==> config.mk <==
export PLATFORM = sky130hd
export DESIGN_NAME = tcpct_ram
export DESIGN_NICKNAME = d
export VERILOG_FILES = /design/src/hdl/tcpct_ram.sv
export SDC_FILE = /design/constraint.sdc
export NUM_CORES = 1
export LEC_CHECK = 0
export BUFFER_PORTS_ARGS = -buffer_cell sky130_fd_sc_hd__buf_2
export CELL_PAD_IN_SITES_DETAIL_PLACEMENT = 1
export CELL_PAD_IN_SITES_GLOBAL_PLACEMENT = 2
export CORE_MARGIN = 2
export CORE_UTILIZATION = 48
export CTS_CLUSTER_SIZE = 40
export DETAILED_ROUTE_END_ITERATION = 12
export PLACE_DENSITY_LB_ADDON = 0.1
export SETUP_SLACK_MARGIN = 0.02
export SLEW_MARGIN = 20
export SYNTH_ARGS = -nofsm -noshare
export SYNTH_HDL_FRONTEND = slang
export SYNTH_SLANG_ARGS = --single-unit
==> constraint.sdc <==
create_clock -name clk -period 2.1 [get_ports clk]
set_clock_uncertainty 0.05 [all_clocks]
set_input_delay 0.21 -clock clk [delete_from_list [all_inputs] [get_ports clk]]
set_output_delay 0.21 -clock clk [all_outputs]
set_load 0.02 [all_outputs]
==> src/hdl/tcpct_ram.sv <==
// Generic single-port synchronous RAM with registered read data.
module tcpct_ram #(
	parameter int unsigned WIDTH = 8,
	parameter int unsigned DEPTH = 16,
	parameter int unsigned ADDR_W = (DEPTH > 1) ? $clog2(DEPTH) : 1
) (
	input  logic              clk,
	input  logic              en,
	input  logic              we,
	input  logic [ADDR_W-1:0] addr,
	input  logic [WIDTH-1:0]  wdata,
	output logic [WIDTH-1:0]  rdata
);

	logic [WIDTH-1:0] mem [DEPTH];

	// Write or read one row
	always_ff @(posedge clk) begin
		if (en) begin
			if (we) begin
				mem[addr] <= wdata;
			end else begin
				rdata <= mem[addr];
			end
		end
	end

endmodule

Yosys cells after proc, flatten, opt, wreduce, memory -nomap -nowiden
Memory sizes are Yosys's and may differ from the RTL's. A register that Yosys moved wholly into a read port is not among the register bits. Index checks and enable logic that the tools add are counted.

Multiplexer cells: 3. Reduce and logical (&&, ||, !) cells: 1. Bitwise gates (word level): 1.

Operators with widths (number): $mux 1 (3); $reduce_and 2->1 (1); $not 1->1 (1).

Output and inout port bits: 8. Memories: 1. Register bits after elaboration: 0. Bits in writable memories: 128. Input port bits: 15. Logic and storage cells: 6.

Memories: mem (words 16, width 8, rd ports 1, clocked after memory_dff 1, wr ports 1, line 15) `logic [WIDTH-1:0] mem [DEPTH];`.

Longest topological paths before layout
Depth in word-level cells: 3. Mapped depth: 5. Depth with buffers taken out: 3.

Least setup slack after synthesis
No wires, ideal clock.

Path kind: in2reg. Start point: input addr[0]. End point: memory mem[0][0] (enable). Path slack: 0.118 ns. Required time: 1.667 ns. Arrival time: 1.549 ns. Cell stages on the path: 4. Cells stage by stage: buf_6 buf_2 or3_1 nor3_1.

RTL lines: start, declared (line 10) `input logic [ADDR_W-1:0] addr,`; end, declared (line 15).

No word-level cell before the write port.

==> metrics.csv <==
metric,value,unit
antenna diode count,0,
starting density of the core,48.7,%
Max-cap violations,0,
depth of the worst register-to-register path,3,
HP Start,wdata[0],
floorplan die area,0.0118,mm^2
CP bufs+invs,0,
Post-Syn Nets,249,
required time of the critical path,2.31,ns
maximum fanout encountered on the critical timing path,1,
setup slack of the worst register-to-register path,0.49,ns
Crit Reg-Reg Startpoint,mem[0][2]$_DFFE_PP_,
library cell contributing the largest single delay on the critical path,mux4_1,
relative slew slack,61.8,%
number of detailed-routing iterations run before antenna repair,4,
Final Non-Filler Cells,448,
total power consumption of the routed design,6230,uW
"leading cell type in the layout, fill and taps excluded",edfxtp_1,
count of flip-flops with a built-in enable after synthesis,136,
"Largest stage delay, worst path",0.51,ns
Die Width,108,um
dpl hpwl,7.04,mm
cell type with the highest aggregate area in the netlist,edfxtp_1,
Worst-path clk slew,0.06,ns
DRC marker count from the first detailed-route iteration,103,
maximum number of pins on one net before global-route repair,23,
core area,0.0107,mm^2
via count of the first global-routing pass,2747,
global placer's final weighted congestion,0.753,
dominant delay contributor by cell family on the critical path,multiplexers,
number of cells produced by synthesis,234,
type of the setup path with the least slack,register to register,
WL per Instance,24.1,um
critical-path cell list,mux4_1 -> a22oi_1 -> nand2_1,
DR DRC count,0,
transition at the pin with the smallest max-transition slack,0.574,ns
number of resized instances in the post-cts repair step,0,
hold bufs inserted after CTS,0,
TritonCTS clock tree,built,
max-slew violation count,0,
DP Cell Count,416,
Power Dens Cells,989,mW/mm^2
PortBufs,22,
number of endpoints failing setup at the final stage,0,
clock insertion delay at the later pin of the skew report,0.51,ns
Die Y,108,um
Max Fclk,0.622,GHz
instance count along the most critical hold path,1,
nets,310,
"Endpoint, Worst Hold",mem[15][0]$_DFFE_PP_,
via count,2503,
total clock sinks,136,
endpoint class of the critical path,register,
critical path startpoint category,register,
# IOs,23,
final worst path period share,76.5,%
most used flip-flop cell after synthesis,edfxtp_1,
share of the yosys chip area belonging to registers,78.0,%
overall routing resource usage,20.8,%
total congestion overflow after global routing,0,
ys async rst share,0,%
setup TNS after final layout,0,ns
Cell variety after synth,18,
CTS Buf Count,17,
most used cells in the layout excluding fill and tap cells,"136 x edfxtp_1, 31 x buf_4, 22 x buf_2",
vias per cell,5.59,
first-pass GRT wire length,16.7,mm
ANT nets after route,0,
area share of the largest cell type after synthesis,78.0,%
Worst IR Drop VDD,0.000454,V
worst reg2reg endpoint,rdata[2]$_DFFE_PP_,
run status,"complete, no violations",
Synth Cell Area,0.00524,mm^2
RSZ-0062 raised after global routing,no,
arrival time at the worst endpoint,1.81,ns
layout overhead on the synthesized area,20.4,%
Post-CTS Setup Bufs,0,
number of H-tree levels,4,
Leakage Power,0.00216,uW
Std-Cell Rows,38,
fraction of layout cells with a size suffix above 1,32.8,%
initial antenna violation count,0,
CTS max path bufs,2,
"Min Clock Period, post-route",1.61,ns
post-synthesis area per instance,22.4,um^2
count of final hold-check violations,0,
largest cells by area after synthesis,"edfxtp_1 78%, mux4_1 8.0%, mux4_2 6.9%, a22oi_1 2.3%, nor2_1 0.93%",
count of yosys warnings during synthesis,0,
sum of routed wire length over all layers,10.8,mm
Root Driver,clkbuf_8,
flip-flop and latch count after synthesis,136,
origin of the worst setup path,mem[0][2]$_DFFE_PP_,
Hold Crit Class,input port to register,
metrics by stage:
stage	setup WS, ns	util [%]	hold WS (ns)	area [um^2]
3_3_place_gp	0.131	53.2	0.546	5720
4_1_cts	0.505	58.7	0.00481	6310
5_1_grt	0.452	58.7	0.0253	6310
2_1_floorplan	0.118	-	0.259	5240
3_5_place_dp	0.0956	53.2	0.561	5720
6_report	0.493	58.7	0.0362	6310
cell usage after synthesis (3+ instances only):
| master | count |
|---|---|
| a22oi_1 | 16 |
| buf_2 | 3 |
| clkbuf_1 | 5 |
| edfxtp_1 | 136 |
| mux4_1 | 16 |
| mux4_2 | 16 |
| nand2_1 | 10 |
| nor2_1 | 13 |
| nor2b_1 | 3 |
| nor3_1 | 4 |
report_power, final:
part / internal [uW] / total [uW] / switching, uW / leakage (uW)
clock: 1810 / 2920 / 1110 / 0.000284
sequential: 3030 / 3040 / 9.39 / 0.00123
combinational: 113 / 271 / 158 / 0.000648
total: 4950 / 6230 / 1280 / 0.00216
layer usage:
metal,part of all wire [%],wire length [um],track usage (%)
met1,43,4680,27.6
met2,50,5360,32.9
met3,4.7,503,5.00
met4,2.2,240,9.34
met5,0,0,0
flip-flops by register name (all words and copies together) (netlist names):
| register | count |
|---|---|
| rdata | 8 |
| mem | 128 |
how the worst max path moves through the flow:
stage                          end  slack, ns  depth (start not counted)
2_1_floorplan  mem[0][0]$_DFFE_PP_       0.12                          4
3_3_place_gp    rdata[2]$_DFFE_PP_       0.13                          5
3_5_place_dp    rdata[2]$_DFFE_PP_        0.1                          5
4_1_cts         rdata[5]$_DFFE_PP_       0.51                          3
5_1_grt         rdata[4]$_DFFE_PP_       0.45                          3
6_report        rdata[2]$_DFFE_PP_       0.49                          3
cell families after synthesis:
logic type,share of synthesized area (%)
AOI/OAI and AO/OA,2.29
buffers and inverters,1.50
DFF,78.0
and+or+nand+nor,3.32
muxes,14.9
layout make-up:
cell class | count | area (um^2)
multi-input cells | 85 | 1070
well taps | 140 | 175
clock buffers | 17 | 414
repair buffers | 55 | 383
clock inverters | 15 | 175
fillers | 952 | 4440
flip-flops and latches | 136 | 4080
No activity file was read; power rests on OpenSTA's default activity.
