**src/hdl/tcpct_pkg.sv**
```systemverilog
// Shared types and constants for the TCP handshake connection tracker.
package tcpct_pkg;

	// Table geometry defaults
	localparam int unsigned TABLE_ENTRIES_DEF = 1024;
	localparam int unsigned TABLE_WAYS_DEF    = 4;

	// Stream widths
	localparam int unsigned S_TDATA_W = 120;
	localparam int unsigned M_TDATA_W = 8;

	// Shortest frame that carries full Ethernet, IPv4 and TCP headers
	localparam logic [15:0] MIN_FRAME = 16'd54;

	// Connection phases
	localparam logic [1:0] PH_SYNSENT  = 2'd1;
	localparam logic [1:0] PH_SYNACKED = 2'd2;
	localparam logic [1:0] PH_ESTAB    = 2'd3;

	// Set-index mixing constant
	localparam logic [31:0] HASH_MULT = 32'h045d9f3b;

	// One way of a table row
	typedef struct packed {
		logic        valid;
		logic [63:0] key_addrs;
		logic [31:0] key_ports;
		logic [1:0]  phase;
		logic [31:0] server;
	} entry_t;

	// Outcome of one lookup
	typedef struct packed {
		logic allow;
		logic dropped;
	} verdict_t;

endpackage

```
**src/hdl/tcpct_update.sv**
```systemverilog
// Way match and row update for one connection table set.
module tcpct_update
	import tcpct_pkg::*;
#(
	parameter int unsigned WAYS = 4
) (
	input  entry_t [WAYS-1:0] row_in,
	input  logic [63:0]       key_addrs,
	input  logic [31:0]       key_ports,
	input  logic [31:0]       src_addr,
	input  logic [31:0]       dst_addr,
	input  logic              flag_syn,
	input  logic              flag_ack,
	input  logic              flag_fin,
	output entry_t [WAYS-1:0] row_out,
	output verdict_t          verdict
);

	localparam int unsigned WAY_W = (WAYS > 1) ? $clog2(WAYS) : 1;

	logic             hit;
	logic             free;
	logic [WAY_W-1:0] hit_sel;
	logic [WAY_W-1:0] free_sel;
	entry_t           ent;
	logic             from_server;

	// Find the first matching way and the first free way
	always_comb begin
		hit      = 1'b0;
		free     = 1'b0;
		hit_sel  = '0;
		free_sel = '0;
		for (int w = 0; w < WAYS; w++) begin
			if (row_in[w].valid) begin
				if (!hit && row_in[w].key_addrs == key_addrs &&
				    row_in[w].key_ports == key_ports) begin
					hit     = 1'b1;
					hit_sel = WAY_W'(w);
				end
			end else if (!free) begin
				free     = 1'b1;
				free_sel = WAY_W'(w);
			end
		end
	end

	assign ent         = row_in[hit_sel];
	assign from_server = src_addr == ent.server;

	// Advance the handshake, insert or free
	always_comb begin
		row_out         = row_in;
		verdict.allow   = 1'b0;
		verdict.dropped = 1'b0;
		if (!hit) begin
			if (flag_syn && !flag_ack) begin
				if (free) begin
					row_out[free_sel].valid     = 1'b1;
					row_out[free_sel].key_addrs = key_addrs;
					row_out[free_sel].key_ports = key_ports;
					row_out[free_sel].phase     = PH_SYNSENT;
					row_out[free_sel].server    = dst_addr;
				end else begin
					verdict.dropped = 1'b1;
				end
			end
		end else if (ent.phase == PH_ESTAB) begin
			if (flag_fin && flag_ack) begin
				row_out[hit_sel].valid = 1'b0;
			end
			verdict.allow = 1'b1;
		end else if (from_server) begin
			if (ent.phase == PH_SYNSENT && flag_syn && flag_ack) begin
				row_out[hit_sel].phase = PH_SYNACKED;
			end
		end else if (ent.phase == PH_SYNACKED && !flag_syn && flag_ack) begin
			row_out[hit_sel].phase = PH_ESTAB;
			verdict.allow          = 1'b1;
		end
	end

endmodule

```
**config.mk**
```make
export PLATFORM = sky130hd
export DESIGN_NAME = tcpct_update
export DESIGN_NICKNAME = d
export VERILOG_FILES = /design/src/hdl/tcpct_pkg.sv /design/src/hdl/tcpct_update.sv
export SDC_FILE = /design/constraint.sdc
export NUM_CORES = 1
export LEC_CHECK = 0
export ABC_AREA = 1
export BUFFER_PORTS_ARGS = -buffer_cell sky130_fd_sc_hd__buf_2
export CAP_MARGIN = 30
export CELL_PAD_IN_SITES_DETAIL_PLACEMENT = 1
export CELL_PAD_IN_SITES_GLOBAL_PLACEMENT = 1
export CORE_AREA = 3 3 470 472
export DETAILED_ROUTE_END_ITERATION = 16
export DIE_AREA = 0 0 473 475
export GPL_ROUTABILITY_DRIVEN = 0
export PLACE_DENSITY_LB_ADDON = 0.1
export SYNTH_ARGS = -nofsm -noshare
export SYNTH_HDL_FRONTEND = slang
export SYNTH_SLANG_ARGS = --single-unit
```
**constraint.sdc**
```tcl
create_clock -name vclk -period 6.84
set_input_delay 0.342 -clock vclk [all_inputs]
set_output_delay 0.342 -clock vclk [all_outputs]
set_load 0.005 [all_outputs]
```
* Yosys cells after proc, flatten, opt, wreduce, memory -nomap -nowiden
Cells that the tools add are included.
** Word-level totals
- Logic and storage cells :: 99
- Register bits after elaboration :: 0
- Output and inout bits :: 526
- Input port bits :: 687
** Operators by class
- Magnitude comparators :: 4
- Eq/ne operators :: 12
- Reductions and logical operators :: 20
- Multiplexer cells :: 63
** Operators by type and width (number)
- $bwmux W524 :: 8
- $mux W524 :: 8
- $demux W131 S2 :: 7
- $bmux W131 S2 :: 1
- $mux W131 :: 2
- $eq A64 B64 Y1 :: 4
- $eq A32 B32 Y1 :: 5
- $mux W130 :: 1
- $mux W34 :: 3
- $mux W66 :: 1
- $mux W32 :: 1
- $mux W1 :: 23
- $mux W2 :: 8
- $logic_and A1 B1 Y1 :: 15
- $lt A2 B3 Y1 const B :: 2
- $logic_not A1 Y1 :: 5
- $eq A2 B2 Y1 const B :: 2
- $ge A2 B1 Y1 const B :: 2
- $eq A2 B1 Y1 const B :: 1

* Depth between registers and ports, before layout
Gate-level depths: netlist (run 1).
- Depth after elaboration :: 28
- Depth in mapped cells :: 30
- Mapped depth without buffers :: 28

* Least setup slack after synthesis (run 1)
No wires, ideal clock.
- Path kind :: input to output
- From :: input key_ports[14]
- To :: output row_out[425] in the netlist's numbering
- Buffers on the path :: 3
- Cell stages on the path :: 24
- Arrival :: 2632 ps
- Path slack :: 3866 ps
- Data required time :: 6498 ps
- Path through :: buf_2 xnor2_1 nand2_1 nor2_1 nand2_1 nor2_1 nand3_2 nor2_8 nor2_2 buf_6 buf_6 nand3_1 nand3_1 nand3b_1 nand2_1 nand2_1 nor2_1 nand2_1 nor2_4 nand2_4 nand2_1 nand2_1 nand2_1 nand2_1
** RTL lines
- from (decl) :: RTL line tcpct_update.sv:9 : input logic [31:0] key_ports,
- to (decl) :: RTL line tcpct_update.sv:15 : output entry_t [WAYS-1:0] row_out,

==> impl_results.md, run 1 <==
* Run status: completed
* Buffers inserted during post-CTS setup optimization at 0
* Tightest slew margin relative to the limit at 0.179
* Starting utilization of the core area at 0.0779
* CP max FO at 117
* Hold Path Class: in2out
* Endpoints failing setup at 0
* Wire length per cell after detailed routing at 40.0 µm
* Kind of start point of the critical path: primary input
* Sequential element share of the synthesized area at 0
* Count of input and output buffers at 1,213
* Final sequential cell count at 0
* GRT overflow at 0
* Worst min-delay path endpoint: row_out[15]
* Synthesized area at 16,900 µm²
* Maxcap violations at 0
* Clock buffer count at 0
* First-pass detailed-route iteration total at 6
* Pins over their slew limit at 0
* Synth warn at 0
* Critical path's slowest cell: o21ai_0
* Family of cells with the greatest summed delay on the critical path: simple AND/OR/NAND/NOR gates
* Required time at the worst-slack endpoint at 6500 ps
* CTS-repair resized insts at 0
* Core box area at 217,000 µm²
* Count of distinct cell types in the synthesized netlist at 43
* Category of the worst setup path capture point: primary output
* Total via count after detailed routing at 32,275
* Critical path cell sequence: buf_2, inv_1, nand2_1, o21ai_0, nor2_1, nand2_1, nor2_1, nand3_1, nor2_1, nand2_1, nand3_2, nor2_4, nand3_1, nor2_1, nand2_1, nor2_4, buf_12, o21ai_0, buf_2
* Peak Freq at 164 MHz
* Die width at 473 µm
* Initial antenna violation count at 174
* Count of standard-cell rows at 171
* Largest net degree at the start of global routing at 160
* Final Hold Violating Endpoints at 0
* Accumulated negative setup slack at 0 ps
* Area of the die at 225,000 µm²
* Proportion of layout cells with a drive suffix above 1 at 0.288
* Drc violations at 0
* Number of antenna-violating nets in the routed design at 0
* HPWL after detailed placement at 282,000 µm
* Drt initial violations at 2,653
* Area taken by flip-flops and latches at 0 µm²
* Worst path arrival time at 5740 ps
* Final period util at 0.889
* Hold Path Origin: dst_addr[15]
* Number of instances in the synthesized netlist at 3,840
* Signed area change from the synthesized netlist to the final layout at 58.6%
* DR vias/cell at 4.10
* I/O pin count at 1,213
* WS Path Type: in2out
* Via count of the first global-routing pass at 32,150
* Post-Syn Nets at 4,527
* Slew at the pin with the worst max-slew slack at 1230 ps
* Total track usage at 0.266
* Worst Hold Path Cells at 4
* Die boundary height at 475 µm
* Quantity of hold-fixing buffers added after cts at 0
* Post-synthesis average cell area at 4.40 µm²
* First-pass GRT wire length at 382,000 µm
* Crit path time final at 6080 ps
* Net count reported at finish at 5,661
* Slowest stage delay, CP at 1070 ps
* Buffering stage count on the worst path with inverters included at 4
* Total Wirelength at 315,000 µm
* RSZ-0062 raised after global routing: false
per-layer routing:
metal  global-route usage  wire [µm]
met1                0.309     126000
met2                0.498     161000
met3               0.0461      17200
met4               0.0698      10900
met5                    0        309
cell usage in the layout (no fill, tap or decap), types with 48 or more instances in the layout:
| cell type | netlist | final |
|---|---|---|
| o21ai_0 | 545 | 541 |
| nand2_1 | 1668 | 1667 |
| xnor2_1 | 80 | 76 |
| buf_2 | 96 | 1214 |
| buf_4 | 12 | 120 |
| nand3_1 | 160 | 160 |
| inv_1 | 500 | 498 |
| inv_2 | 49 | 48 |
| diode_2 | 0 | 48 |
| nand4_1 | 139 | 139 |
| nor2_1 | 300 | 299 |
per-stage QoR:
stage          area [µm²]  instances  hold WS (ps)  worst slack [ps]   util
2_1_floorplan       16900       3840           777              3870      -
3_3_place_gp        26600       7815           983               679  0.122
3_5_place_dp        26700       7824           979               874  0.123
4_1_cts             26700       7824           980               848  0.123
5_1_grt             26700       7830          1020               609  0.123
6_report            26800       7874           979               757  0.123
how the worst max path moves through the flow:
stage,depth (start not counted),from,end,slack (ps)
2_1_floorplan,24,key_ports[14],row_out[425],3870
3_3_place_gp,27,key_addrs[15],row_out[425],680
3_5_place_dp,27,key_addrs[15],row_out[425],870
4_1_cts,27,key_addrs[15],row_out[425],850
5_1_grt,27,key_addrs[15],row_out[163],610
6_report,19,key_addrs[15],row_out[439],760
synthesized netlist by cell type (all sizes together) (2+ instances only):
master | n | area share
nor2 | 312 | 0.073
nor4 | 25 | 0.0093
o2111a | 6 | 0.0040
nor3 | 29 | 0.0086
a21boi | 8 | 0.0036
inv | 549 | 0.12
xor2 | 19 | 0.0099
nor3b | 8 | 0.0036
or3b | 4 | 0.0021
or2 | 10 | 0.0037
and2 | 2 | 0.00074
nor4b | 3 | 0.0016
clkbuf | 85 | 0.019
nand4 | 139 | 0.051
nand3b | 16 | 0.0071
o21ai | 554 | 0.16
a221oi | 3 | 0.0016
a21oi | 17 | 0.0050
buf | 125 | 0.041
a22oi | 3 | 0.0013
o221ai | 2 | 0.0010
nand2 | 1672 | 0.37
xnor2 | 80 | 0.041
nand3 | 162 | 0.049
area by class of cell:
| type | count | area (µm²) |
|---|---|---|
| antenna | 48 | 120 |
| fill | 27673 | 190000 |
| inverter | 549 | 2070 |
| multi-input combinational | 3081 | 13900 |
| tap | 2854 | 3570 |
| timing repair buffer | 1342 | 7140 |
cells by family (layout without fill, tap and decap cells):
logic type             after synthesis  after routing  share of synthesized area
other                                0             48                          0
XOR/XNOR                            99             99                     0.0513
AO/OA/AOI/OAI                      597            597                      0.183
buffers and inverters              759           1891                      0.182
AND/OR/NAND/NOR                   2385           2385                      0.584
==> inputs of run 2 (changes only) <==
--- a/config.mk
+++ b/config.mk
@@ -14,7 +14,7 @@
 export DETAILED_ROUTE_END_ITERATION = 16
 export DIE_AREA = 0 0 473 475
 export GPL_ROUTABILITY_DRIVEN = 0
-export PLACE_DENSITY_LB_ADDON = 0.1
+export PLACE_DENSITY_LB_ADDON = 0.15
 export SYNTH_ARGS = -nofsm -noshare
 export SYNTH_HDL_FRONTEND = slang
 export SYNTH_SLANG_ARGS = --single-unit
==> run 2 against run 1 <==
Global-route usage up 0.57 points. Design area is 0.21% higher. Critical path depth grew 3. Count of clock-buffer cells in the layout unchanged. First-iteration DRC count up 10%. Routed wire length up 2.3%. Core utilization is essentially flat. Worst hold slack improved by 4.0 ps. Flip-flop and latch count is the same. Setup slack worse by 390 ps. Via count increased by 3.3%. Die area unchanged. Critical endpoint is now row_out[491].
==> impl_results.md, run 2 (same netlist as run 1, synthesis figures left out) <==
* First-pass detailed-route iteration total at 5 (was 6)
* Slowest stage delay, CP at 760 ps (was 1070 ps)
* Final Hold Violating Endpoints at 0 (unchanged)
* RSZ-0062 raised after global routing: false (unchanged)
* Clock buffer count at 0 (unchanged)
* Crit path time final at 6470 ps (was 6080 ps)
* Most used cells in the layout excluding fill and tap cells: nand2_1 (1,667), buf_2 (1,215), o21ai_0 (538) (was nand2_1 (1,667), buf_2 (1,214), o21ai_0 (541))
* Critical path's slowest cell: inv_1 (was o21ai_0)
* Category of the worst setup path capture point: primary output (unchanged)
* Drt initial violations at 2,928 (was 2,653)
* CP max FO at 62 (was 117)
* WS Path Type: in2out (unchanged)
* Wire length per cell after detailed routing at 40.8 µm (was 40.0 µm)
* HPWL after detailed placement at 290,000 µm (was 282,000 µm)
* Largest net degree at the start of global routing at 144 (was 160)
* Count of input and output buffers at 1,213 (unchanged)
* Peak Freq at 154 MHz (was 164 MHz)
* Quantity of hold-fixing buffers added after cts at 0 (unchanged)
* Number of antenna-violating nets in the routed design at 0 (unchanged)
* Tightest slew margin relative to the limit at 0.182 (was 0.179)
* CTS-repair resized insts at 0 (unchanged)
* Worst Hold Path Cells at 4 (unchanged)
* CP dominant cell by count: nand2_1
* Commonest non-fill, non-tap cell in the layout: nand2_1 (unchanged)
* Worst path arrival time at 6130 ps (was 5740 ps)
* P_leak at 14.9 nW
* Starting utilization of the core area at 0.0779 (unchanged)
* Required time at the worst-slack endpoint at 6500 ps (about the same)
* Total via count after detailed routing at 33,331 (was 32,275)
* DR vias/cell at 4.22 (was 4.10)
* I/O pin count at 1,213 (unchanged)
* Peak supply drop at 0.0000266 V
* Via count of the first global-routing pass at 33,288 (was 32,150)
* Final period util at 0.947 (was 0.889)
* Area taken by flip-flops and latches at 0 µm² (unchanged)
* Proportion of layout cells with a drive suffix above 1 at 0.287 (was 0.288)
* Power per standard cell area at 86.9 nW/µm²
* Final sequential cell count at 0 (unchanged)
* Core box area at 217,000 µm² (unchanged)
* Hold Path Origin: row_in[144] (was dst_addr[15])
* Run status: completed (unchanged)
* Endpoints failing setup at 0 (unchanged)
* Hold Path Class: in2out (unchanged)
* Initial antenna violation count at 198 (was 174)
* Count of standard-cell rows at 171 (unchanged)
* Maxcap violations at 0 (unchanged)
* First-pass GRT wire length at 392,000 µm (was 382,000 µm)
* Total track usage at 0.272 (was 0.266)
* Area of the die at 225,000 µm² (unchanged)
* Worst min-delay path endpoint: row_out[144] (was row_out[15])
* Slew at the pin with the worst max-slew slack at 1220 ps (was 1230 ps)
* Critical path cell sequence: buf_2, inv_1, nand2_1, o21ai_0, nor2_1, nand2_1, nor2_1, nand3_1, nor2_1, nand2_1, nand3_2, nor2_4, nand3_1, nor2_1, nand2_1, nor2_4, buf_4, buf_4, nand2_1, o21ai_1, buf_4, buf_2 (was buf_2, inv_1, nand2_1, o21ai_0, nor2_1, nand2_1, nor2_1, nand3_1, nor2_1, nand2_1, nand3_2, nor2_4, nand3_1, nor2_1, nand2_1, nor2_4, buf_12, o21ai_0, buf_2)
* Die boundary height at 475 µm (unchanged)
* Total Wirelength at 322,000 µm (was 315,000 µm)
* GRT overflow at 0 (unchanged)
* Buffers inserted during post-CTS setup optimization at 0 (unchanged)
* Kind of start point of the critical path: primary input (unchanged)
* Utilization after layout at 0.124 (was 0.123)
* Pins over their slew limit at 0 (unchanged)
* Die width at 473 µm (unchanged)
* Net count reported at finish at 5,657 (was 5,661)
* Power Total at 2.33 mW
* Drc violations at 0 (unchanged)
* Signed area change from the synthesized netlist to the final layout at 58.9% (was 58.6%)
run 2: changes by cell type in the layout (fill, tap and decap cells not counted):
cell     delta
buf_6       +1
xnor2_2     -1
buf_16      -1
a21oi_2     -1
o21ai_1     +3
buf_2       +1
xnor2_1     +1
a21oi_1     +1
diode_2    +21
o21ai_0     -3
buf_4      -10
buf_12      +5
run 2: where the power goes:
| part | internal [mW] | switching (mW) |
|---|---|---|
| sequential | 0 | 0 |
| clock | 0.000000228 | 0 |
| combinational | 0.602 | 1.73 |
| total | 0.602 | 1.73 |
run 2: final cells by class:
cell class / count / area (µm²)
Tap cell: 2854 / 3570
Fill cell: 27774 / 190000
Inverter: 549 / 2070
Timing Repair Buffer: 1338 / 7150
Antenna cell: 69 / 173
Multi-Input combinational cell: 3081 / 13900
run 2: worst max path at each step:
stage                     depth (start not counted)            to          start
after CTS                                        22  row_out[491]  key_ports[23]
after global routing                             22  row_out[491]  key_ports[23]
after floorplan                                  24  row_out[425]  key_ports[14]
after global placement                           21  row_out[491]  key_ports[23]
after detailed placement                         22  row_out[491]  key_ports[23]
final                                            22  row_out[491]  key_ports[23]
run 2: through the flow:
stage | area, µm² | setup TNS (ps) | cells | hold slack, ps | worst slack [ps]
floorplan | 16900 | 0 | 3840 | 777 | 3870
global placement | 26600 | -27.4 | 7808 | 982 | -27.4
detailed placement | 26700 | 0 | 7821 | 986 | 386
CTS | 26700 | 0 | 7821 | 987 | 356
global route | 26700 | 0 | 7846 | 1020 | 258
finish | 26800 | 0 | 7891 | 983 | 365
run 2: per-layer routing:
layer,GRT usage,wire (µm)
met2,0.472,153000
met5,0,542
met4,0.143,21100
met3,0.0620,22300
met1,0.309,125000
run 2: worst max-delay path, delay by kind of cell:
kind | cells | cell delay, ps
AOI/OAI and AO/OA | 2 | 390
buffers and inverters | 6 | 2670
and+or+nand+nor | 14 | 2570
Power figures use the tool's default switching activity.
==> inputs of run 3 (changes only) <==
==> constraint.sdc (replaced) <==
create_clock -name vclk -period 7.73
set_input_delay 0.3865 -clock vclk [all_inputs]
set_output_delay 0.3865 -clock vclk [all_outputs]
set_load 0.005 [all_outputs]
==> run 3 against run 2 <==
Cell count down 0.58%. Design area down 1.2%. Global-route usage down 0.20 points. Flip-flop and latch count did not move. Non-clock buffer count fell by 36. Sequential share of layout area unchanged. Combinational power shrank 13%. Power is 13% lower. Die area unchanged. Highest routed layer unchanged. Routed wire length fell by 0.74%. Setup slack improved by 1200 ps.
==> impl_results.md, run 3 (same netlist as run 1, synthesis figures left out) <==
* Proportion of layout cells with a drive suffix above 1 at 0.282 (was 0.287)
* Via count of the first global-routing pass at 32,837 (was 33,288)
* Final non-filler cell total at 7,845 (was 7,891)
* First-pass detailed-route iteration total at 5 (unchanged)
* Slew at the pin with the worst max-slew slack at 1100 ps (was 1220 ps)
* Drt initial violations at 2,749 (was 2,928)
* Utilization after layout at 0.122 (was 0.124)
* Crit path time final at 6210 ps
* Clock buffer count at 0 (unchanged)
* Final-layout fill cell count at 27,717 (was 27,774)
* Count of standard-cell rows at 171 (unchanged)
* Accumulated negative setup slack at 0 ps (unchanged)
* CTS-repair resized insts at 0 (unchanged)
* Peak supply drop at 0.0000291 V (was 0.0000266 V)
* Signed area change from the synthesized netlist to the final layout at 57.0% (was 58.9%)
* Number of antenna-violating nets in the routed design at 0 (unchanged)
* CP max FO at 43 (was 62)
* Drc violations at 0 (unchanged)
* First-pass GRT wire length at 388,000 µm (was 392,000 µm)
* Maxcap violations at 0 (unchanged)
* Area taken by multi-input logic gates at 13,900 µm² (unchanged)
* Category of the worst setup path capture point: primary output (unchanged)
* Hold Path Class: in2out (unchanged)
* P_leak at 14.7 nW (was 14.9 nW)
* Total track usage at 0.270 (was 0.272)
* Smallest hold slack at 1070 ps (was 983 ps)
* Tightest slew margin relative to the limit at 0.260 (was 0.182)
* Required time at the worst-slack endpoint at 7340 ps (was 6500 ps)
* Total via count after detailed routing at 32,925 (was 33,331)
* RSZ-0062 raised after global routing: false (unchanged)
* Die boundary height at 475 µm (unchanged)
* GRT overflow at 0 (unchanged)
* Core box area at 217,000 µm² (unchanged)
* Starting utilization of the core area at 0.0779 (unchanged)
* Count of input and output buffers at 1,213 (unchanged)
* Setup Slack @ Placement at 1530 ps (was 386 ps)
* Die width at 473 µm (unchanged)
* Final period util at 0.803
* Initial antenna violation count at 220 (was 198)
* Endpoints failing setup at 0 (unchanged)
* I/O pin count at 1,213 (unchanged)
* Quantity of hold-fixing buffers added after cts at 0 (unchanged)
* Worst setup margin at 1520 ps (was 365 ps)
* Most used cells in the layout excluding fill and tap cells: nand2_1 (1,667), buf_2 (1,215), o21ai_0 (542) (was nand2_1 (1,667), buf_2 (1,215), o21ai_0 (538))
* DR vias/cell at 4.20 (was 4.22)
* Final Hold Violating Endpoints at 0 (unchanged)
* Worst setup path startpoint: key_addrs[19] (was key_ports[23])
* HPWL after detailed placement at 286,000 µm (was 290,000 µm)
* Placed Cells at 7,785 (was 7,821)
* Peak Freq at 161 MHz
* Worst path arrival time at 5820 ps (was 6130 ps)
* Wire length per cell after detailed routing at 40.7 µm (was 40.8 µm)
* Buffers inserted during post-CTS setup optimization at 0 (unchanged)
* Commonest non-fill, non-tap cell in the layout: nand2_1 (unchanged)
* Power per standard cell area at 76.4 nW/µm² (was 86.9 nW/µm²)
* Run status: completed (unchanged)
* Area of the die at 225,000 µm² (unchanged)
* WS Path Type: in2out (unchanged)
* Area taken by flip-flops and latches at 0 µm² (unchanged)
* Total Wirelength at 319,000 µm (was 322,000 µm)
* Pins over their slew limit at 0 (unchanged)
* Kind of start point of the critical path: primary input (unchanged)
* Hold Path Origin: dst_addr[19] (was row_in[144])
* Final sequential cell count at 0 (unchanged)
* Net count reported at finish at 5,621 (was 5,657)
* Largest net degree at the start of global routing at 144 (unchanged)
[run 3: changes by cell type in the layout (fill, tap and decap cells not counted), sizes merged]
cell	delta
buf	-36
diode	-10
[run 3: path summary, 6_finish.rpt]
kind	endpoint	slack (ps)	depth (start not counted)
worst max-delay path	row_out[270]	1520	23
worst min-delay path	row_out[19]	1070	4
[run 3: metrics by stage]
step | instance area [µm²] | power [mW]
floorplan | 16900 | 0.625
global placement | 26200 | 2.01
detailed placement | 26400 | 2.02
CTS | 26400 | 2.03
global route | 26400 | 2.10
finish | 26500 | 2.03
[run 3: layer usage]
metal / vias up / wire length (µm) / global-route usage
met5: - / 646 / 0
met4: 92 / 17900 / 0.116
met3: 585 / 22500 / 0.0617
met2: 1877 / 154000 / 0.478
met1: 16101 / 124000 / 0.309
li1: 14270 / - / -
[run 3: final cells by class]
type,count,share of cell area
diodes,59,0.00557
inverters,549,0.0781
multi-input cells,3081,0.523
well taps,2854,0.135
repair buffers,1302,0.258
[run 3: power breakdown]
group / leakage, nW / internal [mW] / switching (mW)
clock: 0.000371 / 0.000000447 / 0
combinational: 14.7 / 0.516 / 1.51
sequential: 0 / 0 / 0
total: 14.7 / 0.516 / 1.51
[run 3: worst max-delay path: stages]
cell and delay (ps):
buf_2 490, inv_1 650, nand2_1 240, nand2_1 80
inv_1 60, nand2_1 60, nor2_1 220, nand2_1 90
nor2_1 120, nand2_1 70, nor2_1 160, nand2_1 350
nand3_2 310, buf_4 270, nor2_4 90, nand3_1 100
nor2_1 60, inv_1 120, nor2_4 60, inv_4 570
buf_4 560, o21ai_0 380, buf_2 260
