File: config.mk
export PLATFORM = sky130hd
export DESIGN_NAME = tcpct_hash
export DESIGN_NICKNAME = d
export VERILOG_FILES = /design/src/hdl/tcpct_pkg.sv /design/src/hdl/tcpct_hash.sv
export SDC_FILE = /design/constraint.sdc
export NUM_CORES = 1
export LEC_CHECK = 0
export ABC_AREA = 1
export ABC_CLOCK_PERIOD_IN_PS = 11700
export BUFFER_PORTS_ARGS = -buffer_cell sky130_fd_sc_hd__buf_4
export CORE_MARGIN = 5
export CORE_UTILIZATION = 55
export CTS_BUF_LIST = sky130_fd_sc_hd__clkbuf_2
export CTS_CLUSTER_SIZE = 16
export DETAILED_ROUTE_END_ITERATION = 12
export PLACE_DENSITY = 0.76
export SETUP_SLACK_MARGIN = 0.5
export SKIP_CTS_REPAIR_TIMING = 1
export SLEW_MARGIN = 0
export SYNTH_ARGS = -nofsm -noshare
export SYNTH_HDL_FRONTEND = slang
export SYNTH_SLANG_ARGS = --single-unit
File: constraint.sdc
create_clock -name clk -period 11.7 [get_ports clk]
set_clock_uncertainty 0.05 [all_clocks]
set_input_delay 2.34 -clock clk [delete_from_list [all_inputs] [get_ports clk]]
set_output_delay 2.34 -clock clk [all_outputs]
set_load 0.05 [all_outputs]
File: src/hdl/tcpct_pkg.sv
// Shared types and constants for the TCP handshake connection tracker.
package tcpct_pkg;

	// Table geometry defaults
	localparam int unsigned TABLE_ENTRIES_DEF = 1024;
	localparam int unsigned TABLE_WAYS_DEF    = 4;

	// Stream widths
	localparam int unsigned S_TDATA_W = 120;
	localparam int unsigned M_TDATA_W = 8;

	// Shortest frame that carries full Ethernet, IPv4 and TCP headers
	localparam logic [15:0] MIN_FRAME = 16'd54;

	// Connection phases
	localparam logic [1:0] PH_SYNSENT  = 2'd1;
	localparam logic [1:0] PH_SYNACKED = 2'd2;
	localparam logic [1:0] PH_ESTAB    = 2'd3;

	// Set-index mixing constant
	localparam logic [31:0] HASH_MULT = 32'h045d9f3b;

	// One way of a table row
	typedef struct packed {
		logic        valid;
		logic [63:0] key_addrs;
		logic [31:0] key_ports;
		logic [1:0]  phase;
		logic [31:0] server;
	} entry_t;

	// Outcome of one lookup
	typedef struct packed {
		logic allow;
		logic dropped;
	} verdict_t;

endpackage

File: src/hdl/tcpct_hash.sv
// Set index: key fold, registered multiply, fold, mask or reciprocal remainder.
module tcpct_hash
	import tcpct_pkg::*;
#(
	parameter int unsigned SETS = 256,
	parameter int unsigned SET_W = (SETS > 1) ? $clog2(SETS) : 1
) (
	input  logic             clk,
	input  logic             arst_n,
	input  logic             start,
	input  logic [63:0]      key_addrs,
	input  logic [31:0]      key_ports,
	output logic             done,
	output logic [SET_W-1:0] set_idx
);

	localparam int unsigned      REM_W  = SET_W + 1;
	localparam bit               POW2   = (SETS & (SETS - 1)) == 0;
	localparam logic [31:0]      RECIP  = (SETS > 1) ? 32'(64'h1_0000_0000 / 64'(SETS)) : 32'd0;
	localparam logic [31:0]      SETS_V = 32'(SETS);
	localparam logic [REM_W-1:0] SETS_R = REM_W'(SETS);

	localparam logic [2:0] H_IDLE = 3'd0;
	localparam logic [2:0] H_MUL  = 3'd1;
	localparam logic [2:0] H_FOLD = 3'd2;
	localparam logic [2:0] H_QUOT = 3'd3;
	localparam logic [2:0] H_BACK = 3'd4;
	localparam logic [2:0] H_SUB  = 3'd5;

	logic [2:0]       hstate_q;
	logic [31:0]      h1_q;
	logic [31:0]      prod_q;
	logic [31:0]      div_q;
	logic [31:0]      quot_q;
	logic [31:0]      back_q;
	logic             done_q;
	logic [SET_W-1:0] set_q;

	logic [31:0]      x_in;
	logic [31:0]      h2;
	logic [63:0]      qprod;
	logic [31:0]      diff;
	logic [REM_W-1:0] rem_raw;
	logic [REM_W-1:0] rem_fix;

	// Fold the key, and the product, into 32 bits
	assign x_in = key_addrs[63:32] ^ key_addrs[31:0] ^ key_ports;
	assign h2   = prod_q ^ (prod_q >> 16);

	// Estimate the quotient low by at most one, then correct the remainder once
	assign qprod   = 64'(div_q) * 64'(RECIP);
	assign diff    = div_q - back_q;
	assign rem_raw = diff[REM_W-1:0];
	assign rem_fix = (rem_raw >= SETS_R) ? rem_raw - SETS_R : rem_raw;

	// Sequence the hash steps
	always_ff @(posedge clk or negedge arst_n) begin
		if (!arst_n) begin
			hstate_q <= H_IDLE;
			done_q   <= 1'b0;
		end else begin
			done_q <= 1'b0;
			case (hstate_q)
				H_IDLE: begin
					if (start) begin
						hstate_q <= H_MUL;
					end
				end
				H_MUL: begin
					hstate_q <= H_FOLD;
				end
				H_FOLD: begin
					if (POW2) begin
						done_q   <= 1'b1;
						hstate_q <= H_IDLE;
					end else begin
						hstate_q <= H_QUOT;
					end
				end
				H_QUOT: begin
					hstate_q <= H_BACK;
				end
				H_BACK: begin
					hstate_q <= H_SUB;
				end
				H_SUB: begin
					done_q   <= 1'b1;
					hstate_q <= H_IDLE;
				end
				default: begin
					hstate_q <= H_IDLE;
				end
			endcase
		end
	end

	// Datapath registers
	always_ff @(posedge clk) begin
		case (hstate_q)
			H_IDLE: begin
				h1_q <= x_in ^ (x_in >> 16);
			end
			H_MUL: begin
				prod_q <= 32'(h1_q * HASH_MULT);
			end
			H_FOLD: begin
				div_q <= h2;
				set_q <= (SETS == 1) ? '0 : h2[SET_W-1:0];
			end
			H_QUOT: begin
				quot_q <= qprod[63:32];
			end
			H_BACK: begin
				back_q <= 32'(quot_q * SETS_V);
			end
			H_SUB: begin
				set_q <= rem_fix[SET_W-1:0];
			end
			default: begin
				h1_q <= h1_q;
			end
		endcase
	end

	assign done    = done_q;
	assign set_idx = set_q;

	// A result appears only after a fold or the remainder correction
	a_done_after_fold: assert property (@(posedge clk) disable iff (!arst_n)
		done_q |-> ($past(hstate_q) == H_FOLD || $past(hstate_q) == H_SUB))
		else $error("set index done without a fold or remainder step");

endmodule

==> After elaboration in Yosys (flattened, before gate mapping) <==
Index checks and enable logic that the tools add are counted.
{ "word_totals": {"register_bits": 80, "inputBits": 99, "word_cells": 30} }
{ "classes": {"n_addsub": 2, "eq_ne": 6, "order_cmp": 1, "n_mux": 5, "reduce_logical": 3, "mul": 1, "bitwise_logic": 4} }
{ "op_table": {"columns": ["cell", "count"], "rows": [
  ["32-bit bitwise XOR", 2],
  ["32-bit by 27-bit multiplier with 25-bit output, second input constant", 1],
  ["32-bit by 16-bit bitwise XOR with 32-bit output", 1],
  ["8-bit case mux with 2 select lines", 1],
  ["3-bit case mux with 4 select lines", 1],
  ["9-bit greater-or-equal comparator, second input constant", 1],
  ["9-bit subtractor", 1],
  ["9-bit bitwise XOR", 1],
  ["8-bit two-way mux", 1],
  ["8-bit by 1-bit subtractor with 8-bit output, second input constant", 1],
  ["3-bit by 2-bit equality test with 1-bit output, second input constant", 2],
  ["3-bit equality test, second input constant", 2],
  ["3-bit by 1-bit equality test with 1-bit output, second input constant", 1],
  ["3-bit zero test", 1],
  ["3-bit two-way mux", 1],
  ["2-bit inequality test, second input constant", 1],
  ["2-bit nonzero test", 1],
  ["2-bit OR reduction", 1],
  ["1-bit two-way mux", 1]
]} }

==> Logic depth before layout (Yosys ltp) <==
Gate-level depths: netlist of run 1.
{ "depth": {"depth_word": 4, "mapped_depth": 24} }

==> Least setup slack after synthesis of run 1 <==
No wires, ideal clock.
{ "synth_timing": {"path_kind": "reg-to-reg", "from": "reg h1_q[9]", "to": "reg prod_q[23] (data pin)", "required_time_ps": 11398, "setup_ps": 252, "arrival_time_ps": 5159, "stages_incl_launch_ff": 19, "slack_ps": 6239, "period_less_slack_ps": 5461, "path_cell_list": "edfxtp_1 -> fa_1 -> fa_1 -> inv_1 -> fa_1 -> fa_1 -> fa_1 -> fa_1 -> fa_1 -> inv_1 -> ha_1 -> inv_1 -> nor3_1 -> nor3b_2 -> nand3_1 -> nand3_1 -> inv_1 -> nand2_1 -> nand2_1"} }
{ "synth_between": {"elab_chain_cells": 1} }
{ "synth_rtl": {"columns": ["item", "line_no", "text"], "rows": [
  ["from (decl)", "tcpct_hash.sv:31", "logic [31:0] h1_q;"],
  ["from (signal assigned)", "tcpct_hash.sv:101", "h1_q <= x_in ^ (x_in >> 16);"],
  ["from (signal assigned)", "tcpct_hash.sv:120", "h1_q <= h1_q;"],
  ["32-bit by 27-bit multiplier with 25-bit output", "tcpct_hash.sv:104", "prod_q <= 32'(h1_q * HASH_MULT);"],
  ["to (signal assigned)", "tcpct_hash.sv:104", null],
  ["to (decl)", "tcpct_hash.sv:32", "logic [31:0] prod_q;"]
]} }
No other way between the ends.
A chain may end at the register's enable or synchronous reset.

==> Final worst setup path of run 1 <==
{ "layout_timing": {"from": "reg h1_q[6]", "to": "reg prod_q[23] (data pin)"} }
Same word-level chain as after synthesis.

==> flow_metrics.env, run 1 <==
export IMPL_outcome="finished clean"
export IMPL_synth_warning_count=0
export IMPL_place_area_mm2=0.0102
export IMPL_setup_viol=0
export IMPL_remaining_drc_errors=0
export IMPL_io_buffers=107
export IMPL_first_pass_iters=5
export IMPL_vias=6173
export IMPL_critPathKind="reg2reg"
export IMPL_fill_cells=1360
export IMPL_drv_cap=0
export IMPL_worst_pin_slew_ns=1.18
export IMPL_initial_core_util_pct=55.3
export IMPL_multi_input_area_mm2=0.00621
export IMPL_path_max_fanout=9
export IMPL_rsz0062_at_grt="no"
export IMPL_worst_setup_path_end_kind="flip-flop"
export IMPL_routed_wl_um=19300
export IMPL_ff_latch_area_mm2=0.00178
export IMPL_timing_final_crit_share_pct=50.9
export IMPL_drv_slew=0
export IMPL_antenna_cells=0
export IMPL_ant_nets=0
export IMPL_drtIter0Drc=356
export IMPL_syn_area_per_cell_um2=9.89
export IMPL_overflow=0
export IMPL_path_clk_slew_ns=0.25
export IMPL_area_growth_syn_to_layout_pct=13.4
export IMPL_routabilityCongestion=0.909
export IMPL_path_cells="fa_1 -> fa_1 -> inv_1 -> fa_1 -> fa_1 -> inv_1 -> fa_1 -> inv_1 -> fa_1 -> fa_1 -> inv_1 -> ha_1 -> nand2_1 -> nor3_1 -> nor3b_2 -> nand3_1 -> nand3_1 -> inv_1 -> nand2_1 -> nand2_1"
export IMPL_chipWidth_um=138
export IMPL_period_minus_slack_ns=5.95
export IMPL_cp_required_ns=11.99
export IMPL_via_per_inst=4.89
export IMPL_slew_headroom_pct=20.8
export IMPL_dieArea_mm2=0.0192
export IMPL_final_area_mm2=0.0103
export IMPL_core_area_mm2=0.0164
export IMPL_drive_above_1_share_pct=15.3
export IMPL_critPathLaunchType="flip-flop"
export IMPL_cts_sinks=60
export IMPL_ys_flop_type="edfxtp_1"
export IMPL_cts_tree="done"
export IMPL_netlist_area_mm2=0.00908
export IMPL_grt_pass1_wl_um=32100
export IMPL_synth_async_sr_flop_share_pct=6.67
export IMPL_synth_nets=1271
export IMPL_post_drt_wl_per_cell_um=15.3
export IMPL_antenna_found_initial=0
export IMPL_rows=47
export IMPL_htreeDepth=3
export IMPL_grt_max_degree=25
export IMPL_fmax_ghz=0.168
export IMPL_synth_edf_count=56
export IMPL_hold_violations=0
export IMPL_clock_path_buffers=2
export IMPL_cts_root_buf="clkbuf_2"
export IMPL_boundaryPins=108
export IMPL_grt_usage_pct=21.1
export IMPL_final_common_cell="inv_1"
export IMPL_cts_made_buffers=9
export IMPL_yosysUniqueCellTypes=33
export IMPL_clock_latency_ns=0.59
export IMPL_die_y_um=138
export IMPL_crit_path_frequent_cell="fa_1"
export IMPL_hold_class="reg2reg"
export IMPL_seq_area_frac_synth_pct=19.6
export IMPL_grt_pass1_vias=6752
export IMPL_worst_endpoint_arrival_ns=6.24
export IMPL_fin_nets=1391
export IMPL_dp_hpwl_um=17500
export IMPL_synthCells=918
export IMPL_finalSetupTns_ns=0
export IMPL_cp_slowest_stage_delay_ns=0.65
export IMPL_ys_ff_latch=60
export IMPL_slowest_stage="edfxtp_1"
export IMPL_layout_common_cells="inv_1, fa_1, ha_1"
==> kinds of logic after synthesis <==
| family | share of synthesized area, % |
|---|---|
| multiplexers | 0.992 |
| adder cells (fa/ha/maj) | 46.1 |
| AO/OA/AOI/OAI | 2.95 |
| buffers and inverters | 12.0 |
| flip-flops | 19.6 |
| AND/OR/NAND/NOR | 6.93 |
| XOR/XNOR | 11.4 |
==> metal layers <==
layer / routed length [µm] / global-route usage [%]
met1: 7510 / 24.9
met5: 0 / 0
met3: 1030 / 3.18
met2: 10200 / 39.0
met4: 576 / 7.18
==> worst paths after layout <==
kind,start,endpoint,slack [ns],cells past startpoint
setup / recovery,h1_q[6]$_DFFE_PP_,prod_q[23]$_DFFE_PP_,5.75,20
hold / removal,hstate_q[1]$_DFFE_PN0P_,hstate_q[1]$_DFFE_PN0P_,0.51,1
setup reg to reg,h1_q[6]$_DFFE_PP_,prod_q[23]$_DFFE_PP_,5.75,20
hold reg to reg,hstate_q[1]$_DFFE_PN0P_,hstate_q[1]$_DFFE_PN0P_,0.51,1
max in group asynchronous,arst_n,done$_DFF_PN0_,10.01,1
min in group asynchronous,arst_n,hstate_q[2]$_DFFE_PN0P_,1.50,1
==> sequential cells by signal, indices dropped and copies added (netlist names) <==
signal / count
div_q: 8
set_idx: 8
done: 1
h1_q: 24
hstate_q: 3
prod_q: 16
==> through the flow <==
stage                     setup slack, ns  instances  hold slack [ns]  util (%)
after floorplan                      6.24        918            0.427         -
after global placement               5.87       1247            0.470      62.0
after detailed placement             5.79       1247            0.481      62.0
after CTS                            5.73       1263            0.504      62.7
after global routing                 5.48       1263            0.533      62.7
final                                5.75       1263            0.506      62.7
==> layout make-up <==
cell class | instances | area share [%]
Inverter | 291 | 10.6
Tap cell | 220 | 2.67
Clock inverter | 6 | 0.632
Sequential cell | 60 | 17.3
Multi-Input combinational cell | 567 | 60.3
Timing Repair Buffer | 109 | 7.95
Clock buffer | 10 | 0.486
==> critical path, delay by kind of cell, from the launching register on <==
family                     cells  cell delay (ns)
adders and majority gates      8             3.79
and+or+nand+nor                7             0.94
DFF                            1             0.65
buffers and inverters          5             0.25
==> Yosys cell counts, types with 3 or more instances <==
cell type  count  area [µm²]
a21oi_1       20         100
dfrtp_1        4         100
edfxtp_1      56        1680
fa_1         134        2680
ha_1         120        1500
inv_1        281        1050
inv_2         10        37.5
mux2_2         8        90.1
nand2_1       87         327
nand2_2        5        31.3
nand3_1       20         100
nor2_1        17        63.8
nor3_1         5        25.0
o21ai_0       10        50.1
o31ai_1        3        22.5
xnor2_1       66         578
xor2_1        50         438
Power of run 1 is not shown: default switching activity piles up to over one toggle a cycle in this logic, so the estimate is an artifact.
==> run 2, diff against run 1 <==
--- a/config.mk
+++ b/config.mk
@@ -6,7 +6,7 @@
 export NUM_CORES = 1
 export LEC_CHECK = 0
 export ABC_AREA = 1
-export ABC_CLOCK_PERIOD_IN_PS = 11700
+export ABC_CLOCK_PERIOD_IN_PS = 5750
 export BUFFER_PORTS_ARGS = -buffer_cell sky130_fd_sc_hd__buf_4
 export CORE_MARGIN = 5
 export CORE_UTILIZATION = 55
==> constraint.sdc (replaced) <==
create_clock -name clk -period 5.75 [get_ports clk]
set_clock_uncertainty 0.05 [all_clocks]
set_input_delay 1.15 -clock clk [delete_from_list [all_inputs] [get_ports clk]]
set_output_delay 1.15 -clock clk [all_outputs]
set_load 0.05 [all_outputs]
==> run 2 against run 1 <==
Worst setup slack got worse by 5.6 ns. Count of clock-buffer cells in the layout did not move. Hold slack got worse by 0.19 ns. Die area did not move. Fmax rose by 6.7%. Critical endpoint unchanged. Largest cell class unchanged.
==> flow_metrics.env, run 2 (same netlist as run 1, synthesis figures left out) <==
export IMPL_outcome="finished clean"
export IMPL_timing_final_crit_share_pct=97.0
export IMPL_critPathKind="reg2reg"
export IMPL_cts_tree="done"
export IMPL_vias=6568
export IMPL_ant_nets=0
export IMPL_r2r_worst_path_cells=20
export IMPL_grt_pass1_wl_um=32800
export IMPL_worst_pin_slew_ns=0.764
export IMPL_layout_common_cells="inv_1, buf_4, fa_1"
export IMPL_rows=47
export IMPL_boundaryPins=108
export IMPL_grt_usage_pct=21.7
export IMPL_period_minus_slack_ns=5.58
export IMPL_dieArea_mm2=0.0192
export IMPL_reg_top3="h1_q x24, prod_q x16"
export IMPL_core_area_mm2=0.0164
export IMPL_overflow=0
export IMPL_htreeDepth=3
export IMPL_final_common_cell="inv_1"
export IMPL_clock_latency_ns=0.57
export IMPL_fin_ws_ns=0.171
export IMPL_slew_headroom_pct=48.9
export IMPL_chipWidth_um=138
export IMPL_hold_violations=0
export IMPL_io_buffers=107
export IMPL_setup_viol=0
export IMPL_routabilityCongestion=0.952
export IMPL_cts_made_buffers=9
export IMPL_drtIter0Drc=333
export IMPL_drv_slew=0
export IMPL_grt_pass1_vias=6755
export IMPL_regMostFlops="h1_q"
export IMPL_dp_hpwl_um=18000
export IMPL_cts_root_buf="clkbuf_2"
export IMPL_antenna_found_initial=1
export IMPL_place_worst_setup_slack_ns=-0.0624
export IMPL_fin_util_pct=69.4
export IMPL_area_growth_syn_to_layout_pct=25.4
export IMPL_first_pass_iters=5
export IMPL_routed_wl_um=21900
export IMPL_path_max_fanout=5
export IMPL_hold_ws_ns=0.320
export IMPL_via_per_inst=4.98
export IMPL_cp_required_ns=6.07
export IMPL_die_y_um=138
export IMPL_rsz0062_at_grt="yes"
export IMPL_worst_setup_path_end_kind="flip-flop"
export IMPL_drive_above_1_share_pct=27.9
export IMPL_critPathLaunchType="flip-flop"
export IMPL_clock_path_buffers=2
export IMPL_worst_endpoint_arrival_ns=5.90
export IMPL_post_drt_wl_per_cell_um=16.6
export IMPL_initial_core_util_pct=55.3
export IMPL_largest_reg_flops=24
export IMPL_hold_class="in2async"
export IMPL_fmax_ghz=0.179
export IMPL_grt_max_degree=25
export IMPL_remaining_drc_errors=0
export IMPL_cts_sinks=60
export IMPL_drv_cap=0
export IMPL_fin_nets=1446
export IMPL_path_clk_slew_ns=0.23
[run 2: worst max-delay path: stages, from the launching register on]
cell	delay, ns
edfxtp_1	0.55
inv_1	0.16
fa_1	0.52
inv_1	0.06
ha_1	0.28
fa_1	0.46
fa_1	0.54
inv_2	0.06
fa_1	0.56
fa_1	0.44
fa_1	0.51
inv_1	0.07
ha_4	0.28
inv_1	0.08
nor3_4	0.22
nor3b_4	0.23
nand3_1	0.12
nand3_2	0.10
inv_1	0.04
nand2_1	0.05
nand2_1	0.04
[run 2: stage by stage]
stage | TNS (ns) | cells | instance area, µm²
floorplan | 0 | 918 | 9170
global placement | -0.0102 | 1266 | 10400
detailed placement | -0.0624 | 1266 | 10400
CTS | -0.0740 | 1282 | 10600
global route | 0 | 1319 | 11400
finish | 0 | 1319 | 11400
[run 2: final cells by class]
cell class	count	area (µm²)
timing repair buffer	164	1280
fill	1185	5030
inverter	291	1090
multi-input combinational	567	6780
clock buffer	10	50.0
antenna	1	2.50
clock inverter	6	113
tap	220	275
sequential	60	1780
[run 2: final timing paths]
| kind | slack, ns | to | start |
|---|---|---|---|
| min in group clk | 0.50 | hstate_q[1]$_DFFE_PN0P_ | hstate_q[1]$_DFFE_PN0P_ |
| setup / recovery | 0.17 | prod_q[23]$_DFFE_PP_ | h1_q[12]$_DFFE_PP_ |
| hold / removal | 0.32 | done$_DFF_PN0_ | arst_n |
| setup reg to reg | 0.17 | prod_q[23]$_DFFE_PP_ | h1_q[12]$_DFFE_PP_ |
| hold reg to reg | 0.50 | hstate_q[1]$_DFFE_PN0P_ | hstate_q[1]$_DFFE_PN0P_ |
| max in group asynchronous | 5.23 | hstate_q[2]$_DFFE_PN0P_ | arst_n |
[run 2: metal layers]
metal	track usage, %	wire [µm]
met1	26.7	8580
met2	38.2	11200
met3	4.83	1380
met4	6.97	708
met5	0	0
Power of run 2 is left out for the same reason.
==> run 3, diff against run 2 <==
--- a/config.mk
+++ b/config.mk
@@ -14,6 +14,7 @@
 export CTS_CLUSTER_SIZE = 16
 export DETAILED_ROUTE_END_ITERATION = 12
 export PLACE_DENSITY = 0.76
+export REMOVE_ABC_BUFFERS = 1
 export SETUP_SLACK_MARGIN = 0.5
 export SKIP_CTS_REPAIR_TIMING = 1
 export SLEW_MARGIN = 0
==> run 3 against run 2 <==
Design area decreased by 0.48%. Hold slack got worse by 0.034 ns. Via count about the same. Non-clock buffer count increased by 10. Utilization decreased by 0.34 points. Sequential share of layout area increased by 0.076 points. Final cell count increased by 0.68%. Die area unchanged. Register-to-register slack got worse by 0.02 ns. Count of clock-buffer cells in the layout unchanged. Global-route usage decreased by 0.38 points. Critical path depth unchanged. Critical endpoint is now prod_q[22]$_DFFE_PP_.
==> flow_metrics.env, run 3 (same netlist as run 1, synthesis figures left out) <==
export IMPL_overflow=0
export IMPL_clock_latency_ns=0.60
export IMPL_rsz0062_at_grt="yes"
export IMPL_grt_max_degree=25
export IMPL_path_cells="buf_6 -> buf_6 -> fa_2 -> ha_1 -> inv_1 -> fa_1 -> inv_1 -> fa_1 -> inv_2 -> fa_2 -> fa_1 -> fa_1 -> inv_2 -> ha_4 -> inv_4 -> nor3_4 -> nor3b_2 -> nand3_1 -> o211ai_2 -> xor2_1"
export IMPL_drv_cap=0
export IMPL_finalSetupTns_ns=0
export IMPL_grt_pass1_wl_um=32300
export IMPL_post_drt_wl_per_cell_um=16.3
export IMPL_grt_usage_pct=21.3
export IMPL_remaining_drc_errors=0
export IMPL_fill_cells=1198
export IMPL_use_met2_pct=40.1
export IMPL_core_area_mm2=0.0164
export IMPL_period_minus_slack_ns=5.60
export IMPL_cts_made_buffers=9
export IMPL_fin_ws_ns=0.146
export IMPL_crit_end="prod_q[22]$_DFFE_PP_"
export IMPL_antenna_found_initial=0
export IMPL_drv_slew=0
export IMPL_initial_core_util_pct=55.3
export IMPL_ant_nets=0
export IMPL_met3_usage_pct=3.63
export IMPL_via_per_inst=4.94
export IMPL_largest_reg_flops=24
export IMPL_cts_root_buf="clkbuf_2"
export IMPL_cp_required_ns=6.10
export IMPL_clock_path_buffers=2
export IMPL_io_buffers=107
export IMPL_grt_pass1_vias=6941
export IMPL_cp_slowest_stage_delay_ns=0.60
export IMPL_rows=47
export IMPL_hold_class="in2async"
export IMPL_place_worst_setup_slack_ns=-0.0153
export IMPL_regMostFlops="h1_q"
export IMPL_first_pass_iters=7
export IMPL_path_max_fanout=4
export IMPL_r2r_end="prod_q[22]$_DFFE_PP_"
export IMPL_hold_ws_ns=0.286
export IMPL_slowest_stage="fa_2"
export IMPL_vias=6563
export IMPL_path_clk_slew_ns=0.24
export IMPL_busiest_layer="met2"
export IMPL_dp_hpwl_um=18100
export IMPL_routabilityCongestion=0.951
export IMPL_final_common_cell="inv_1"
export IMPL_setup_viol=0
export IMPL_antenna_cells=0
export IMPL_layout_common_cells="inv_1, buf_4, fa_1"
export IMPL_r2r_worst_path_cells=20
export IMPL_hold_violations=0
export IMPL_drtIter0Drc=293
export IMPL_cts_sinks=60
export IMPL_fmax_ghz=0.178
export IMPL_timing_final_crit_share_pct=97.5
export IMPL_die_y_um=138
export IMPL_worst_endpoint_arrival_ns=5.95
export IMPL_reg_top3="h1_q x24, prod_q x16"
export IMPL_drive_above_1_share_pct=28.5
export IMPL_worst_pin_slew_ns=0.723
export IMPL_routed_wl_um=21600
export IMPL_boundaryPins=108
export IMPL_htreeDepth=3
export IMPL_startpoint="h1_q[10]$_DFFE_PP_"
export IMPL_area_growth_syn_to_layout_pct=24.8
export IMPL_crit_path_frequent_cell="fa_1"
export IMPL_worst_r2r_startpoint="h1_q[10]$_DFFE_PP_"
export IMPL_reg2reg_setup_slack_ns=0.15
export IMPL_outcome="finished clean"
export IMPL_cts_tree="done"
export IMPL_dieArea_mm2=0.0192
export IMPL_chipWidth_um=138
export IMPL_critPathLaunchType="flip-flop"
export IMPL_critPathKind="reg2reg"
export IMPL_fin_nets=1456
export IMPL_slew_headroom_pct=51.7
export IMPL_worst_setup_path_end_kind="flip-flop"
export IMPL_met1_usage_pct=24.2
-- run 3: layout make-up --
class / count / area, µm² / share of cell area, %
well taps: 220 / 275 / 2.43
flip-flops and latches: 60 / 1780 / 15.7
multi-input cells: 567 / 6720 / 59.3
clock inverters: 6 / 40.0 / 0.354
repair buffers: 174 / 1370 / 12.1
inverters: 291 / 1100 / 9.69
clock buffers: 10 / 50.0 / 0.442
-- run 3: how the worst min path moves through the flow --
stage | startpoint | end | slack (ns) | depth (start not counted)
3_5_place_dp | hstate_q[1]$_DFFE_PN0P_ | hstate_q[1]$_DFFE_PN0P_ | 0.49 | 1
5_1_grt | arst_n | done$_DFF_PN0_ | 0.25 | 1
3_3_place_gp | hstate_q[1]$_DFFE_PN0P_ | hstate_q[1]$_DFFE_PN0P_ | 0.47 | 1
4_1_cts | arst_n | done$_DFF_PN0_ | 0.26 | 1
2_1_floorplan | hstate_q[1]$_DFFE_PN0P_ | hstate_q[1]$_DFFE_PN0P_ | 0.43 | 1
6_report | arst_n | done$_DFF_PN0_ | 0.29 | 1
-- run 3: worst max-delay path: cells and delay by family, from the launching register on --
family,cells,cell delay (ns)
adders and majority gates,8,3.59
buffers and inverters,7,0.55
and+or+nand+nor,3,0.50
DFF,1,0.49
AOI/OAI and AO/OA,1,0.18
xor gates and xnor gates,1,0.08
-- run 3: through the flow --
stage                     util, %  instance area, µm²  cells
after floorplan                 -                9080    918
after global placement       63.2               10400   1273
after detailed placement     63.2               10400   1273
after CTS                    63.8               10500   1289
after global routing         69.0               11300   1328
final                        69.0               11300   1328
-- run 3: routing by layer --
layer  share of wire, %  wire length (µm)  vias to the layer above
met5                  0                 0                        -
met4                4.3               920                        0
met3                5.1              1110                       67
met2                 53             11400                      229
met1                 38              8110                     3144
li1                   -                 -                     3123
Power of run 3 is left out for the same reason.
